### src/hdl/llrca_pkg.sv
`timescale 1ns / 1ps
package llrca_pkg;

    // field widths
    localparam int ROW_W      = 4;
    localparam int SLOT_W     = 7;
    localparam int SIZE_W     = 8;
    localparam int WGT_W      = 10;
    localparam int LOAD_W     = 18;
    localparam int SUM_W      = 22;
    localparam int TOTAL_W    = 21;
    localparam int IN_DATA_W  = 32;
    localparam int OUT_DATA_W = 32;

    // saturation limits
    localparam logic [LOAD_W-1:0]  LOAD_MAX  = '1;
    localparam logic [SUM_W-1:0]   SUM_MAX   = '1;
    localparam logic [TOTAL_W-1:0] TOTAL_MAX = '1;

    // word kinds carried on tuser
    localparam logic FUNC_MARK  = 1'b0;
    localparam logic FUNC_PLACE = 1'b1;

    // memory commands from the sequencer to the store
    typedef struct packed {
        logic rd;
        logic slot_wr;
        logic load_wr;
    } llrca_mem_cmd_t;

endpackage

### src/hdl/llrca_store.sv
`timescale 1ns / 1ps
module llrca_store
    import llrca_pkg::*;
#(
    parameter int ROWS  = 16,
    parameter int SLOTS = 128,
    localparam int RW   = (ROWS > 1) ? $clog2(ROWS) : 1
)
(
    input  logic              clk,
    input  logic              rst_n,
    input  llrca_mem_cmd_t    cmd,
    input  logic [RW-1:0]     raddr,
    input  logic [RW-1:0]     waddr,
    input  logic [SLOTS-1:0]  slot_wdata,
    input  logic [LOAD_W-1:0] load_wdata,
    output logic [SLOTS-1:0]  slot_rdata,
    output logic [LOAD_W-1:0] load_rdata
);

    logic [SLOTS-1:0]  slot_mem [ROWS];
    logic [LOAD_W-1:0] load_mem [ROWS];

    logic [SLOTS-1:0]  slot_q_reg;
    logic [LOAD_W-1:0] load_q_reg;
    logic [ROWS-1:0]   slot_vld_reg;
    logic [ROWS-1:0]   load_vld_reg;
    logic              slot_qv_reg;
    logic              load_qv_reg;

    // row memories, registered read
    always_ff @(posedge clk)
    begin
        if (cmd.rd)
        begin
            slot_q_reg <= slot_mem[raddr];
            load_q_reg <= load_mem[raddr];
        end
        if (cmd.slot_wr)
            slot_mem[waddr] <= slot_wdata;
        if (cmd.load_wr)
            load_mem[waddr] <= load_wdata;
    end

    // per-row written flags; an unwritten row reads as free / zero load
    always_ff @(posedge clk or negedge rst_n)
    begin
        if (!rst_n)
        begin
            slot_vld_reg <= '0;
            load_vld_reg <= '0;
            slot_qv_reg  <= 1'b0;
            load_qv_reg  <= 1'b0;
        end
        else
        begin
            if (cmd.rd)
            begin
                slot_qv_reg <= slot_vld_reg[raddr];
                load_qv_reg <= load_vld_reg[raddr];
            end
            if (cmd.slot_wr)
                slot_vld_reg[waddr] <= 1'b1;
            if (cmd.load_wr)
                load_vld_reg[waddr] <= 1'b1;
        end
    end

    assign slot_rdata = slot_qv_reg ? slot_q_reg : '0;
    assign load_rdata = load_qv_reg ? load_q_reg : '0;

endmodule

### config.mk
export PLATFORM = sky130hd
export DESIGN_NAME = llrca_store
export DESIGN_NICKNAME = d
export VERILOG_FILES = /design/src/hdl/llrca_pkg.sv /design/src/hdl/llrca_store.sv
export SDC_FILE = /design/constraint.sdc
export NUM_CORES = 2
export LEC_CHECK = 0
export BUFFER_PORTS_ARGS = -buffer_cell sky130_fd_sc_hd__buf_2
export CORE_MARGIN = 4
export CORE_UTILIZATION = 55
export CTS_BUF_LIST = sky130_fd_sc_hd__clkbuf_4
export DETAILED_ROUTE_END_ITERATION = 16
export GPL_TIMING_DRIVEN = 1
export PLACE_DENSITY = 0.72
export SETUP_SLACK_MARGIN = 0.3
export SLEW_MARGIN = 20
export SYNTH_ARGS = -nofsm -noshare
export SYNTH_HDL_FRONTEND = slang
export SYNTH_SLANG_ARGS = --single-unit
### constraint.sdc
create_clock -name clk -period 3.15 [get_ports clk]
set_clock_uncertainty 0.05 [all_clocks]
set_input_delay 0.315 -clock clk [delete_from_list [all_inputs] [get_ports clk]]
set_output_delay 0.315 -clock clk [all_outputs]
set_load 0.05 [all_outputs]
==> impl_metrics.yaml <==
floorplan:
  row_count: 152
  die_x_um: 423.0
  ioPinCount: 305
  dieArea_um2: 178900
  die-height_um: 423.0
  coreArea_um2: 171400
  initial_core_util_pct: 55.28
critical_path:
  crit_fanout: 7
  crit_type: "reg -> out"
  worstPathCellList: "buf_12, buf_12, clkbuf_16, and2_4, buf_6"
  r2r_start: "load_vld_reg[15]"
  crit_required_ns: 2.78
  start_kind: "register"
  crit_top_cell: "buf_12"
  worstSetupStartpoint: "slot_qv_reg"
  cp_top_family: "buffers and inverters"
  path_depth: 5
  cp-end-kind: "output port"
  crit_slowest_cell: "dfrtp_4"
  reg2reg_depth: 4
  path_buf_inv: 4
  critPathMaxStageDelay_ns: 0.53
  arrival_ns: 2.65
min_path:
  hold_depth: 4
  hold_class: "in -> reg"
  min_from: "waddr[1]"
power:
  p_per_area_nw_per_um2: 635.4
  p_leak_nw: 37.64
  irDropWorstVdd_uv: 478.2
  internal-power_w: 0.05522
  p_sw_w: 0.01704
  clock_power_share_pct: 36.4
  swShare_pct: 23.58
  power_frac_seq_pct: 52.6
  comb_power_share_pct: 11.0
cts:
  tritoncts: "built"
  clkLatencyLatePin_ns: 1.35
  root_buffer: "clkbuf_4"
  h-tree-depth: 6
  path_clk_slew_ns: 0.06
  cts.sinks: 2516
  cts_buffers: 630
  max-clock-path-buffers: 4
yosys:
  async_reset_ff_share_pct: 1.351
  synth_edf_count: 2482
  syn_area_per_cell_um2: 24.39
  yosysSeqAreaShare_pct: 79.59
  synth.net_count: 4042
  synthesis.instances: 3883
  ys.flop_type: "edfxtp_1"
  yosys_warnings: 0
  ys_seq_elements: 2516
  synthDistinctLibCells: 21
  synth_area_um2: 94720
global_route:
  grt_max_degree: 75
  overflow: 0
  grtUsageTotal_pct: 25.11
  antenna_found_initial: 27
  grt_pass1_vias: 50140
  grt_pass1_wl_um: 328600
placement:
  gp_congestion: 0.7833
  dp_hpwl_um: 111400
  port_buffers: 304
  dp_worst_setup_slack_ns: 0.5307
flow_run:
  max-cap-violations: 0
sta:
  fmax_ghz: 0.3316
  setup_viol_count_final: 0
  tns_ns: 0
  finalHoldViolations: 0
  relSlewSlack_pct: 42.77
  tightest_slew_ns: 0.8585
  final-max-slew-violation-count: 0
  rsz0062_at_grt: "yes"
  post-route-period-util_pct: 95.73
  min_period_ns: 3.016
  worst_slack_ns: 0.1344
final_layout:
  n_fill_cell: 10830
  largest_reg_flops: 2048
  area_growth_syn_to_layout_pct: 20.08
  layout-drive-gt1-share_pct: 41.65
  final_nets: 5293
status:
  status: "completed"
drt:
  post_drt_wl_per_cell_um: 28.32
  wirelength_um: 222600
  drc: 0
  drtPass1Iterations: 5
  drtIter0Drc: 4558
  vias: 46820
  vias_per_cell: 5.956
  postRouteAntennaNets: 0
## power groups by stage
stage | clock [W] | sequential (W) | combinational (W)
floorplan | 0 | 0.0386 | 0.00381
global placement | 0 | 0.0387 | 0.00580
detailed placement | 0 | 0.0387 | 0.00589
CTS | 0.0269 | 0.0380 | 0.00754
global route | 0.0291 | 0.0380 | 0.00832
finish | 0.0263 | 0.0380 | 0.00797
## final timing paths
| check | slack, ns | end |
|---|---|---|
| worst max-delay path | 0.13 | slot_rdata[42] |
| worst min-delay path | 0.20 | slot_mem[4][108] |
| worst max register to register | 0.86 | load_qv_reg |
| worst min register to register | 0.41 | slot_vld_reg[5] |
| max in group asynchronous | 2.20 | slot_qv_reg |
| min in group asynchronous | 0.58 | load_vld_reg[8] |
## cell usage after synthesis, types with 10 or more instances
cell / n / share of area (%)
mux2i_1: 68 / 0.72
or2_2: 33 / 0.22
and2_1: 146 / 0.96
a211oi_1: 65 / 0.52
clkbuf_1: 103 / 0.41
nor2b_1: 66 / 0.44
mux4_2: 674 / 16
dfrtp_1: 34 / 0.90
buf_2: 84 / 0.44
nor2_1: 32 / 0.13
edfxtp_1: 2482 / 79
a21oi_1: 65 / 0.34
buf_1: 10 / 0.040
## kinds of logic after synthesis
logic type	after synthesis	share of synthesized area [%]
DFF	2516	79.59
buffers and inverters	205	0.9709
AOI/OAI and AO/OA	130	0.8586
muxes	744	16.77
and+or+nand+nor	288	1.815
## routing by layer
metal  share of wire (%)  vias to the layer above  GRT usage, %
met5               0.032                        -             0
met4                 3.0                       10         8.955
met3                 7.8                      386         5.550
met2                  52                     2186         42.00
met1                  37                    24740         32.98
li1                    -                    19500             -
## repair_timing
action | in CTS | in global routing
hold endpoints to repair | 4935 | 0
setup endpoints to repair | 145 | 144
hold buffers | 319 | 0
pin swaps | 3 | 1
setup buffers | 12 | 3
gates resized for setup | 404 | 122
gates cloned | 5 | 8
## area by class of cell
cell class	instances	area [µm²]	share of cell area (%)
Sequential cell	2516	75390	66.28
Multi-Input combinational cell	1162	18890	16.61
Clock inverter	130	810.8	0.7128
Tap cell	2310	2890	2.541
Clock buffer	898	6741	5.927
Antenna cell	21	52.55	0.04620
Timing Repair Buffer	824	8962	7.880
## worst min-delay path, stage by stage
cell           delay (ns)
dlygate4sd3_1        0.53
buf_2                0.14
or2_4                0.27
nor2_4               0.13
## metrics by stage
step,instance area [µm²],std cells,util (%),total power [W],hold WS (ns)
after floorplan,94860,3883,-,0.04239,-0.03059
after global placement,100900,6465,58.88,0.04449,0.3956
after detailed placement,100900,6465,58.88,0.04463,0.3971
after CTS,113200,7829,66.04,0.07247,0.01790
after global routing,113700,7852,66.36,0.07545,0.1000
final,113700,7861,66.38,0.07227,0.1962
## placed cells by master, fill, tap and decap left out, types with 56 or more instances in the layout
master and instances:
edfxtp_1 2482, clkbuf_4 898, mux4_2 674, dlygate4sd3_1 317, buf_2 155, and2_4 122, buf_12 108, clkinv_1 102
buf_4 93, buf_6 79, mux2i_1 68, nor2b_1 66, a211oi_1 65, a21oi_1 65, buf_8 56
No activity file was read; power rests on OpenSTA's default activity.
